**config.mk**
```make
export PLATFORM = sky130hd
export DESIGN_NAME = ipv4_receive_header_filter
export DESIGN_NICKNAME = d
export VERILOG_FILES = /design/src/rtl/ipv4rf_pkg.sv /design/src/rtl/ipv4rf_front.sv /design/src/rtl/ipv4rf_queue.sv /design/src/rtl/ipv4rf_back.sv /design/src/rtl/ipv4_receive_header_filter.sv
export SDC_FILE = /design/constraint.sdc
export NUM_CORES = 1
export LEC_CHECK = 0
export BUFFER_PORTS_ARGS = -buffer_cell sky130_fd_sc_hd__buf_2
export CAP_MARGIN = 20
export CORE_MARGIN = 5
export CORE_UTILIZATION = 35
export CTS_BUF_LIST = sky130_fd_sc_hd__clkbuf_2
export DETAILED_ROUTE_END_ITERATION = 12
export PLACE_DENSITY = 0.52
export SKIP_CTS_REPAIR_TIMING = 1
export SYNTH_ARGS = -nofsm -noshare
export SYNTH_HDL_FRONTEND = slang
export SYNTH_HIERARCHICAL = 1
export SYNTH_SLANG_ARGS = --single-unit
```
**constraint.sdc**
```tcl
create_clock -name clk -period 5.4 [get_ports clk]
set_input_delay 1.08 -clock clk [delete_from_list [all_inputs] [get_ports clk]]
set_output_delay 1.08 -clock clk [all_outputs]
set_load 0.01 [all_outputs]
```
**src/rtl/ipv4rf_pkg.sv**
```systemverilog
// ----------------------------------------------------------------------------
// ipv4rf_pkg
// Shared types, codes and helpers of the IPv4 receive header filter.
// ----------------------------------------------------------------------------
package ipv4rf_pkg;

  // header field constants
  localparam logic [3:0]  IP_VERSION     = 4'd4;
  localparam logic [3:0]  MIN_IHL        = 4'd5;
  localparam logic [31:0] BROADCAST_ADDR = 32'hffff_ffff;
  localparam logic [15:0] SUM_GOOD       = 16'hffff;

  // protocol numbers
  localparam logic [7:0] PROTO_ICMP = 8'd1;
  localparam logic [7:0] PROTO_TCP  = 8'd6;
  localparam logic [7:0] PROTO_UDP  = 8'd17;

  // header word positions (counted from the first word as zero)
  localparam logic [4:0] WORD_FLAGS    = 5'd3;
  localparam logic [4:0] WORD_PROTOCOL = 5'd4;
  localparam logic [4:0] WORD_DEST_HI  = 5'd8;
  localparam logic [4:0] WORD_DEST_LO  = 5'd9;

  // configuration register indexes
  localparam logic [1:0] CFG_OWN_ADDRESS      = 2'd0;
  localparam logic [1:0] CFG_TCP_ENABLE       = 2'd1;
  localparam logic [1:0] CFG_MIN_FRAME_LENGTH = 2'd2;

  localparam logic [15:0] MIN_FRAME_LENGTH_RESET = 16'd34;

  typedef enum logic [1:0] {
    VERDICT_DROP = 2'd0,
    VERDICT_ICMP = 2'd1,
    VERDICT_UDP  = 2'd2,
    VERDICT_TCP  = 2'd3
  } verdict_t;

  typedef enum logic [2:0] {
    REASON_NONE     = 3'd0,
    REASON_VER_IHL  = 3'd1,
    REASON_SHORT    = 3'd2,
    REASON_ADDRESS  = 3'd3,
    REASON_FRAGMENT = 3'd4,
    REASON_CHECKSUM = 3'd5,
    REASON_PROTOCOL = 3'd6
  } reason_t;

  // classified packet handed from the front to the back
  typedef struct packed {
    logic        early;         // dropped on the first word
    reason_t     early_reason;
    logic [31:0] destination;
    logic        more_fragments;
    logic        sum_ok;
    logic [7:0]  protocol;
  } job_t;

  // ones-complement add with end-around carry
  function automatic logic [15:0] oc_add(input logic [15:0] a, input logic [15:0] b);
    logic [16:0] s;
    s = {1'b0, a} + {1'b0, b};
    return s[15:0] + {15'd0, s[16]};
  endfunction

endpackage

```
**src/rtl/ipv4rf_front.sv**
```systemverilog
// ----------------------------------------------------------------------------
// ipv4rf_front
// Accepts header words, tracks the header and classifies each packet.
// ----------------------------------------------------------------------------
module ipv4rf_front (
  input  logic                clk,
  input  logic                rst_n,
  input  logic                word_fire,
  input  logic [15:0]         header_word,
  input  logic                first_word,
  input  logic [15:0]         frame_length,
  input  logic [15:0]         min_frame_length,
  output logic                job_valid,
  output ipv4rf_pkg::job_t    job
);

  logic        collecting_r, collecting_nxt;
  logic [4:0]  word_count_r, word_count_nxt;
  logic [4:0]  header_words_r, header_words_nxt;
  logic [15:0] sum_r, sum_nxt;
  logic [7:0]  protocol_r, protocol_nxt;
  logic [31:0] dest_r, dest_nxt;
  logic        mf_r, mf_nxt;

  logic [3:0]  version;
  logic [3:0]  ihl;

  assign version = header_word[15:12];
  assign ihl     = header_word[11:8];

  // header tracking and classification
  always_comb begin
    collecting_nxt   = collecting_r;
    word_count_nxt   = word_count_r;
    header_words_nxt = header_words_r;
    sum_nxt          = sum_r;
    protocol_nxt     = protocol_r;
    dest_nxt         = dest_r;
    mf_nxt           = mf_r;
    job_valid        = 1'b0;
    job              = '0;
    job.early_reason = ipv4rf_pkg::REASON_NONE;

    if (word_fire && first_word) begin
      collecting_nxt = 1'b0;
      if (version != ipv4rf_pkg::IP_VERSION || ihl < ipv4rf_pkg::MIN_IHL) begin
        job_valid        = 1'b1;
        job.early        = 1'b1;
        job.early_reason = ipv4rf_pkg::REASON_VER_IHL;
      end else if (frame_length < min_frame_length) begin
        job_valid        = 1'b1;
        job.early        = 1'b1;
        job.early_reason = ipv4rf_pkg::REASON_SHORT;
      end else begin
        header_words_nxt = {ihl, 1'b0};
        word_count_nxt   = 5'd1;
        sum_nxt          = header_word;
        protocol_nxt     = '0;
        dest_nxt         = '0;
        mf_nxt           = 1'b0;
        collecting_nxt   = 1'b1;
      end
    end else if (word_fire && collecting_r) begin
      sum_nxt = ipv4rf_pkg::oc_add(sum_r, header_word);
      if (word_count_r == ipv4rf_pkg::WORD_FLAGS) begin
        mf_nxt = header_word[13];
      end else if (word_count_r == ipv4rf_pkg::WORD_PROTOCOL) begin
        protocol_nxt = header_word[7:0];
      end else if (word_count_r == ipv4rf_pkg::WORD_DEST_HI) begin
        dest_nxt = {header_word, dest_r[15:0]};
      end else if (word_count_r == ipv4rf_pkg::WORD_DEST_LO) begin
        dest_nxt = {dest_r[31:16], header_word};
      end
      word_count_nxt = word_count_r + 5'd1;
      // last header word: hand the packet to the back
      if (word_count_nxt == header_words_r) begin
        collecting_nxt     = 1'b0;
        job_valid          = 1'b1;
        job.early          = 1'b0;
        job.destination    = dest_nxt;
        job.more_fragments = mf_nxt;
        job.sum_ok         = (sum_nxt == ipv4rf_pkg::SUM_GOOD);
        job.protocol       = protocol_nxt;
      end
    end
  end

  // control state
  always_ff @(posedge clk) begin
    if (!rst_n) begin
      collecting_r <= 1'b0;
    end else begin
      collecting_r <= collecting_nxt;
    end
  end

  // header fields
  always_ff @(posedge clk) begin
    word_count_r   <= word_count_nxt;
    header_words_r <= header_words_nxt;
    sum_r          <= sum_nxt;
    protocol_r     <= protocol_nxt;
    dest_r         <= dest_nxt;
    mf_r           <= mf_nxt;
  end

endmodule

```
**src/rtl/ipv4rf_queue.sv**
```systemverilog
// ----------------------------------------------------------------------------
// ipv4rf_queue
// Short first-in first-out queue of classified packets between front and back.
// ----------------------------------------------------------------------------
module ipv4rf_queue #(
  parameter int DEPTH = 4
) (
  input  logic             clk,
  input  logic             rst_n,
  input  logic             push,
  input  ipv4rf_pkg::job_t push_job,
  input  logic             pop,
  output logic             head_valid,
  output ipv4rf_pkg::job_t head_job,
  output logic             full
);

  localparam int PTR_W = (DEPTH > 1) ? $clog2(DEPTH) : 1;
  localparam int CNT_W = $clog2(DEPTH + 1);

  ipv4rf_pkg::job_t   mem_r [DEPTH];
  logic [PTR_W-1:0]   wr_ptr_r, wr_ptr_nxt;
  logic [PTR_W-1:0]   rd_ptr_r, rd_ptr_nxt;
  logic [CNT_W-1:0]   count_r, count_nxt;
  logic               do_push;
  logic               do_pop;

  assign full       = (count_r == CNT_W'(DEPTH));
  assign head_valid = (count_r != '0);
  assign head_job   = mem_r[rd_ptr_r];
  assign do_push    = push && !full;
  assign do_pop     = pop && head_valid;

  // pointer and fill count update
  always_comb begin
    wr_ptr_nxt = wr_ptr_r;
    rd_ptr_nxt = rd_ptr_r;
    count_nxt  = count_r;
    if (do_push) begin
      wr_ptr_nxt = (wr_ptr_r == PTR_W'(DEPTH - 1)) ? '0 : wr_ptr_r + PTR_W'(1);
    end
    if (do_pop) begin
      rd_ptr_nxt = (rd_ptr_r == PTR_W'(DEPTH - 1)) ? '0 : rd_ptr_r + PTR_W'(1);
    end
    if (do_push && !do_pop) begin
      count_nxt = count_r + CNT_W'(1);
    end else if (do_pop && !do_push) begin
      count_nxt = count_r - CNT_W'(1);
    end
  end

  always_ff @(posedge clk) begin
    if (!rst_n) begin
      wr_ptr_r <= '0;
      rd_ptr_r <= '0;
      count_r  <= '0;
    end else begin
      wr_ptr_r <= wr_ptr_nxt;
      rd_ptr_r <= rd_ptr_nxt;
      count_r  <= count_nxt;
    end
  end

  // entry storage
  always_ff @(posedge clk) begin
    if (do_push) begin
      mem_r[wr_ptr_r] <= push_job;
    end
  end

endmodule

```
**src/rtl/ipv4rf_back.sv**
```systemverilog
// ----------------------------------------------------------------------------
// ipv4rf_back
// Runs the address, fragment, checksum and protocol checks and holds the result.
// ----------------------------------------------------------------------------
module ipv4rf_back (
  input  logic                 clk,
  input  logic                 rst_n,
  input  logic                 head_valid,
  input  ipv4rf_pkg::job_t     head_job,
  output logic                 pop,
  input  logic [31:0]          own_address,
  input  logic                 tcp_enable,
  output logic                 out_valid,
  input  logic                 out_ready,
  output ipv4rf_pkg::verdict_t out_verdict,
  output ipv4rf_pkg::reason_t  out_reason
);

  logic                 valid_r;
  ipv4rf_pkg::verdict_t verdict_r, verdict_nxt;
  ipv4rf_pkg::reason_t  reason_r, reason_nxt;

  assign pop         = head_valid && (!valid_r || out_ready);
  assign out_valid   = valid_r;
  assign out_verdict = verdict_r;
  assign out_reason  = reason_r;

  // checks in priority order
  always_comb begin
    verdict_nxt = ipv4rf_pkg::VERDICT_DROP;
    reason_nxt  = ipv4rf_pkg::REASON_NONE;
    priority if (head_job.early) begin
      reason_nxt = head_job.early_reason;
    end else if (head_job.destination != ipv4rf_pkg::BROADCAST_ADDR &&
                 head_job.destination != own_address) begin
      reason_nxt = ipv4rf_pkg::REASON_ADDRESS;
    end else if (head_job.more_fragments) begin
      reason_nxt = ipv4rf_pkg::REASON_FRAGMENT;
    end else if (!head_job.sum_ok) begin
      reason_nxt = ipv4rf_pkg::REASON_CHECKSUM;
    end else if (head_job.protocol == ipv4rf_pkg::PROTO_ICMP) begin
      verdict_nxt = ipv4rf_pkg::VERDICT_ICMP;
    end else if (head_job.protocol == ipv4rf_pkg::PROTO_UDP) begin
      verdict_nxt = ipv4rf_pkg::VERDICT_UDP;
    end else if (head_job.protocol == ipv4rf_pkg::PROTO_TCP && tcp_enable) begin
      verdict_nxt = ipv4rf_pkg::VERDICT_TCP;
    end else begin
      reason_nxt = ipv4rf_pkg::REASON_PROTOCOL;
    end
  end

  // output register valid
  always_ff @(posedge clk) begin
    if (!rst_n) begin
      valid_r <= 1'b0;
    end else if (pop) begin
      valid_r <= 1'b1;
    end else if (out_ready) begin
      valid_r <= 1'b0;
    end
  end

  // output register payload
  always_ff @(posedge clk) begin
    if (pop) begin
      verdict_r <= verdict_nxt;
      reason_r  <= reason_nxt;
    end
  end

endmodule

```
**src/rtl/ipv4_receive_header_filter.sv**
```systemverilog
// ----------------------------------------------------------------------------
// ipv4_receive_header_filter
// Checks received IPv4 headers word by word and gives one verdict per packet.
// ----------------------------------------------------------------------------
// The block takes one 16-bit header word per cycle and gives one verdict per
// packet. The front tracks the header as it streams in and classifies the
// packet on its first word (bad version/ihl, short frame) or on its last
// header word; the back runs the address, fragment, checksum and protocol
// checks and holds the verdict in an output register. A queue of QUEUE_DEPTH
// entries sits between them, so in_tready only falls when the queue is full,
// which needs the result side to stall. Words outside a header give no result.
module ipv4_receive_header_filter #(
  parameter int QUEUE_DEPTH = 4
) (
  input  logic        clk,
  input  logic        rst_n,
  // input words
  input  logic        in_tvalid,
  output logic        in_tready,
  input  logic [31:0] in_tdata,   // [15:0] header_word, [31:16] frame_length
  input  logic        in_tuser,   // [0] first_word
  // verdicts
  output logic        out_tvalid,
  input  logic        out_tready,
  output logic [7:0]  out_tdata,  // [1:0] verdict, [4:2] drop_reason, [7:5] zero
  // configuration
  input  logic        cfg_we,
  input  logic [1:0]  cfg_addr,
  input  logic [31:0] cfg_wdata
);

  logic [31:0] own_address_r;
  logic        tcp_enable_r;
  logic [15:0] min_frame_length_r;

  logic                 word_fire;
  logic                 job_valid;
  ipv4rf_pkg::job_t     job;
  logic                 head_valid;
  ipv4rf_pkg::job_t     head_job;
  logic                 pop;
  logic                 queue_full;
  ipv4rf_pkg::verdict_t verdict;
  ipv4rf_pkg::reason_t  reason;

  assign in_tready = !queue_full;
  assign word_fire = in_tvalid && in_tready;
  assign out_tdata = {3'b000, reason, verdict};

  // configuration registers
  always_ff @(posedge clk) begin
    if (!rst_n) begin
      own_address_r      <= '0;
      tcp_enable_r       <= 1'b0;
      min_frame_length_r <= ipv4rf_pkg::MIN_FRAME_LENGTH_RESET;
    end else if (cfg_we) begin
      unique case (cfg_addr)
        ipv4rf_pkg::CFG_OWN_ADDRESS:      own_address_r      <= cfg_wdata;
        ipv4rf_pkg::CFG_TCP_ENABLE:       tcp_enable_r       <= cfg_wdata[0];
        ipv4rf_pkg::CFG_MIN_FRAME_LENGTH: min_frame_length_r <= cfg_wdata[15:0];
        default: ;
      endcase
    end
  end

  ipv4rf_front u_front (
    .clk              (clk),
    .rst_n            (rst_n),
    .word_fire        (word_fire),
    .header_word      (in_tdata[15:0]),
    .first_word       (in_tuser),
    .frame_length     (in_tdata[31:16]),
    .min_frame_length (min_frame_length_r),
    .job_valid        (job_valid),
    .job              (job)
  );

  ipv4rf_queue #(
    .DEPTH (QUEUE_DEPTH)
  ) u_queue (
    .clk        (clk),
    .rst_n      (rst_n),
    .push       (job_valid),
    .push_job   (job),
    .pop        (pop),
    .head_valid (head_valid),
    .head_job   (head_job),
    .full       (queue_full)
  );

  ipv4rf_back u_back (
    .clk         (clk),
    .rst_n       (rst_n),
    .head_valid  (head_valid),
    .head_job    (head_job),
    .pop         (pop),
    .own_address (own_address_r),
    .tcp_enable  (tcp_enable_r),
    .out_valid   (out_tvalid),
    .out_ready   (out_tready),
    .out_verdict (verdict),
    .out_reason  (reason)
  );

endmodule
```
==> flow_summary.json <==
{
  "synth-compound-area-share_pct": 5.045,
  "power_leakage_nw": 6.281,
  "critPathArrivalTime_ns": 5.12,
  "post_synth_num_cell_types": 81,
  "tritoncts.num_buffers": 85,
  "num_rows": 75,
  "final.hold.worst_slack_ns": 0.4103,
  "synth_simple_gate_area_share_pct": 12.20,
  "design.final.nets": 1357,
  "grt_use_total_pct": 15.11,
  "grt_pass1_wl_um": 55220,
  "area_taken_by_multi_input_logic_gates_sq_mm": 0.005574,
  "number_of_antenna_violations_at_the_first_check_in_global_routing": 1,
  "critPathKind": "in -> reg",
  "top_layer": "met4",
  "final-max-slew-violation-count": 0,
  "dr_wl_met3_um": 1703,
  "ys_ff_latch": 315,
  "synth.largest_area_cell": "sky130_fd_sc_hd__edfxtp_1",
  "final_antenna_net_count": 0,
  "fillerInstances": 4095,
  "synth.mux.area_fraction_pct": 12.10,
  "clock_tree.htree_level_count": 3,
  "drt-wirelength-per-cell_um": 19.15,
  "power.density_cell_area_mw_per_mm2": 329.0,
  "ys_warn_count": 6,
  "cts_tree": "done",
  "setup-tns-final_ns": 0,
  "drtPass1Iterations": 5,
  "coreArea_sq_mm": 0.04204,
  "overall_via_count_from_detail_route": 9210,
  "setup_viol": 0,
  "post_synth_adder_cell_area_pct": 3.801,
  "numClockSinks": 315,
  "crit-reg2reg-launch": "u_front/sum_r[0]",
  "edff_count_synth": 255,
  "detail_route.iter0.violations": 504,
  "portBuffers": 78,
  "timing.final.hold_violations": 0,
  "cp_data_required_time_ns": 6.13,
  "finClkSkew_ns": 0.08665,
  "clockBufferDepth": 3,
  "timing.max_slew.rel_slack_pct": 29.07,
  "clkSlewWorstSetupHoldPaths_ns": 0.10,
  "layout.area.seq_sq_mm": 0.008861,
  "die_w_um": 216.2,
  "critical_path_peak_fanout": 5,
  "post_synth_main_area_contributors": "sky130_fd_sc_hd__edfxtp_1 (51%), sky130_fd_sc_hd__dfxtp_1 (8.1%), sky130_fd_sc_hd__mux4_2 (6.1%)",
  "grt_overflow": 0,
  "timing.final.crit_share_pct": 81.26,
  "synth_xor_xnor_area_share_pct": 3.952,
  "floorplan.die_area_sq_mm": 0.04674,
  "number_of_global_route_vias_before_repair": 9496,
  "worst-slew-pin-transition_ns": 1.061,
  "fraction_of_final_layout_cells_sized_beyond_drive_strength_1_pct": 24.20,
  "met2_wirelength_um": 15920,
  "synth-main-ff-cell": "sky130_fd_sc_hd__edfxtp_1",
  "max-vdd-ir-drop_mv": 0.1177,
  "hold_sp": "cfg_wdata[17]",
  "synthCells": 1104,
  "asyncSetResetFlopFracSynth_pct": 0,
  "min_path_type": "in -> reg",
  "hpwl_um": 23790,
  "worstSetupStartpoint": "in_tdata[0]",
  "timing.max_cap.violations": 0,
  "synth.cell_area_sq_mm": 0.01488,
  "gpl.final_weighted_congestion": 0.8372,
  "grt_start_max_net_pins": 71,
  "initial_core_util_pct": 35.40,
  "post_syn_area_per_cell_sq_um": 13.48,
  "grt_setup_unrepaired": "false",
  "die_y_um": 216.2,
  "fin_crit_ns": 4.388,
  "top_level_ports": 82,
  "synthDominantCellAreaShare_pct": 51.46,
  "remaining_drc_errors": 0,
  "clock_tree.root_cell": "sky130_fd_sc_hd__clkbuf_2",
  "clock_latency_ns": 0.92,
  "fin_total_pwr_mw": 5.486,
  "area.growth.synth_to_final_pct": 12.07,
  "run_status": "finished clean",
  "detail_route.wirelength.met1_um": 17300,
  "dominant_combinational_cell_family_by_area_after_synthesis": "simple AND/OR/NAND/NOR gates",
  "routed_via_density": 4.978,
  "routed_wl_um": 35430,
  "crit_path_start_kind": "input pin",
  "clock.fmax_mhz": 227.9,
  "synth.yosys.seq_area_share_pct": 59.53,
  "worst_setup_ep_type": "register"
}
-- per-stage QoR --
stage / cell area (sq um) / std cells / util [%] / setup WS (ns)
2_1_floorplan: 14890 / 1106 / - / 0.5083
3_3_place_gp: 15870 / 1693 / 37.74 / 0.1577
3_5_place_dp: 15870 / 1693 / 37.74 / 0.1015
4_1_cts: 16670 / 1849 / 39.66 / 0.9766
5_1_grt: 16680 / 1850 / 39.67 / 0.6516
6_report: 16680 / 1850 / 39.67 / 1.012
-- layer usage --
layer	global-route usage, %	vias up
met2	23.16	211
met4	4.452	0
li1	-	4433
met3	3.600	47
met5	0	-
met1	21.52	4519
-- state kept, by name, summed over array words and instances (netlist names), named ones only --
name	flops
u_queue/mem_r	184
u_front/word_count_r	5
u_back/out_reason	3
u_front/header_words_r	4
u_front/dest_r	32
u_back/out_verdict	2
u_queue/count_r	3
u_queue/wr_ptr_r	2
u_queue/rd_ptr_r	2
u_back/out_valid	1
tcp_enable_r	1
own_address_r	32
u_front/sum_r	16
min_frame_length_r	16
u_front/collecting_r	1
u_front/protocol_r	8
u_front/mf_r	1
-- worst max-delay path, stage by stage --
cell	delay, ns
sky130_fd_sc_hd__buf_2	0.14
sky130_fd_sc_hd__ha_1	0.25
sky130_fd_sc_hd__inv_1	0.08
sky130_fd_sc_hd__fa_1	0.25
sky130_fd_sc_hd__nor2b_4	0.05
sky130_fd_sc_hd__o31a_1	0.27
sky130_fd_sc_hd__o211ai_1	0.23
sky130_fd_sc_hd__nand2_1	0.11
sky130_fd_sc_hd__a41o_2	0.31
sky130_fd_sc_hd__o221ai_1	0.27
sky130_fd_sc_hd__nand2b_1	0.09
sky130_fd_sc_hd__a21o_1	0.19
sky130_fd_sc_hd__ha_1	0.21
sky130_fd_sc_hd__and3_1	0.19
sky130_fd_sc_hd__and3_1	0.24
sky130_fd_sc_hd__nand2b_1	0.16
sky130_fd_sc_hd__a211o_2	0.33
sky130_fd_sc_hd__a2111oi_2	0.37
sky130_fd_sc_hd__o2111a_1	0.29
-- cells by family (layout without fill, tap and decap cells) --
logic type / Yosys count / after routing
and+or+nand+nor: 361 / 361
AOI/OAI and AO/OA: 113 / 113
muxes: 120 / 120
DFF: 315 / 315
other: 2 / 5
xor gates and xnor gates: 63 / 63
buffers and inverters: 86 / 290
adders and majority gates: 44 / 44
-- worst paths after layout --
| path | slack, ns | to | depth (start not counted) |
|---|---|---|---|
| max | 1.01 | u_queue/mem_r[2][8] | 19 |
| min | 0.41 | own_address_r[17] | 3 |
| max reg2reg | 1.02 | u_queue/mem_r[2][8] | 18 |
| min reg2reg | 0.46 | min_frame_length_r[15] | 2 |
-- cell type report --
cell class              count  area share, %
clock buffers             125          3.751
well taps                 539          4.044
inverters                  32         0.7202
clock inverters            31          1.103
repair buffers            102          3.811
multi-input cells         705          33.42
flip-flops and latches    315          53.13
diodes                      1        0.01500
-- power by group --
group,total [mW],switching [mW],internal [mW]
Sequential,2.82,0.0839,2.73
Combinational,0.959,0.535,0.424
Clock,1.71,0.991,0.721
Total,5.49,1.61,3.88
-- cell usage after synthesis (all sizes together), types with 2 or more instances --
cell type and number:
a2111oi 2, a211oi 5, a21boi 2, a21o 10
a21oi 36, a31oi 4, and2 8, and3 6
and3b 3, buf 28, clkbuf 25, conb 2
dfxtp 60, edfxtp 255, fa 2, ha 42
inv 32, mux2i 73, mux4 46, nand2 143
nand2b 8, nand3 11, nand3b 3, nand4 21
nand4b 4, nor2 68, nor2b 22, nor3 35
nor3b 5, nor4 8, o211ai 4, o21a 9
o21ai 20, o21bai 3, o31a 5, o31ai 4
or2 5, or3 7, or4 2, xnor2 47
xor2 15
-- cells in the final DEF (no fill, tap or decap), types with 3 or more instances in the layout --
cell type | Yosys | layout
sky130_fd_sc_hd__nor2_1 | 68 | 68
sky130_fd_sc_hd__mux2i_1 | 73 | 73
sky130_fd_sc_hd__clkinv_2 | 0 | 5
sky130_fd_sc_hd__nand2b_1 | 8 | 8
sky130_fd_sc_hd__nand2_1 | 143 | 143
sky130_fd_sc_hd__o21ai_0 | 18 | 18
sky130_fd_sc_hd__o31a_1 | 4 | 4
sky130_fd_sc_hd__xnor2_1 | 46 | 46
sky130_fd_sc_hd__and2_2 | 0 | 5
sky130_fd_sc_hd__buf_4 | 4 | 20
sky130_fd_sc_hd__inv_1 | 32 | 32
sky130_fd_sc_hd__or2_2 | 3 | 3
sky130_fd_sc_hd__or3_1 | 6 | 6
sky130_fd_sc_hd__mux4_1 | 6 | 6
sky130_fd_sc_hd__nor4_1 | 5 | 5
sky130_fd_sc_hd__nor3_1 | 33 | 33
sky130_fd_sc_hd__buf_12 | 7 | 5
sky130_fd_sc_hd__dfxtp_1 | 60 | 58
sky130_fd_sc_hd__nand4_1 | 21 | 21
sky130_fd_sc_hd__clkinv_1 | 0 | 21
sky130_fd_sc_hd__a31oi_1 | 4 | 4
sky130_fd_sc_hd__a21oi_1 | 35 | 35
sky130_fd_sc_hd__mux4_2 | 40 | 40
sky130_fd_sc_hd__and2_1 | 8 | 3
sky130_fd_sc_hd__nand3_1 | 9 | 9
sky130_fd_sc_hd__xor2_1 | 13 | 13
sky130_fd_sc_hd__nand4b_1 | 4 | 4
sky130_fd_sc_hd__o31ai_1 | 4 | 4
sky130_fd_sc_hd__buf_2 | 10 | 77
sky130_fd_sc_hd__a211oi_1 | 4 | 4
sky130_fd_sc_hd__ha_1 | 42 | 42
sky130_fd_sc_hd__conb_1 | 2 | 4
sky130_fd_sc_hd__o21a_1 | 9 | 9
sky130_fd_sc_hd__a21o_1 | 9 | 9
sky130_fd_sc_hd__edfxtp_1 | 255 | 255
sky130_fd_sc_hd__clkbuf_2 | 1 | 125
sky130_fd_sc_hd__and3_1 | 5 | 5
sky130_fd_sc_hd__nor2b_1 | 21 | 21
sky130_fd_sc_hd__o211ai_1 | 4 | 4
sky130_fd_sc_hd__nor3b_1 | 3 | 3
Power figures use the tool's default switching activity.
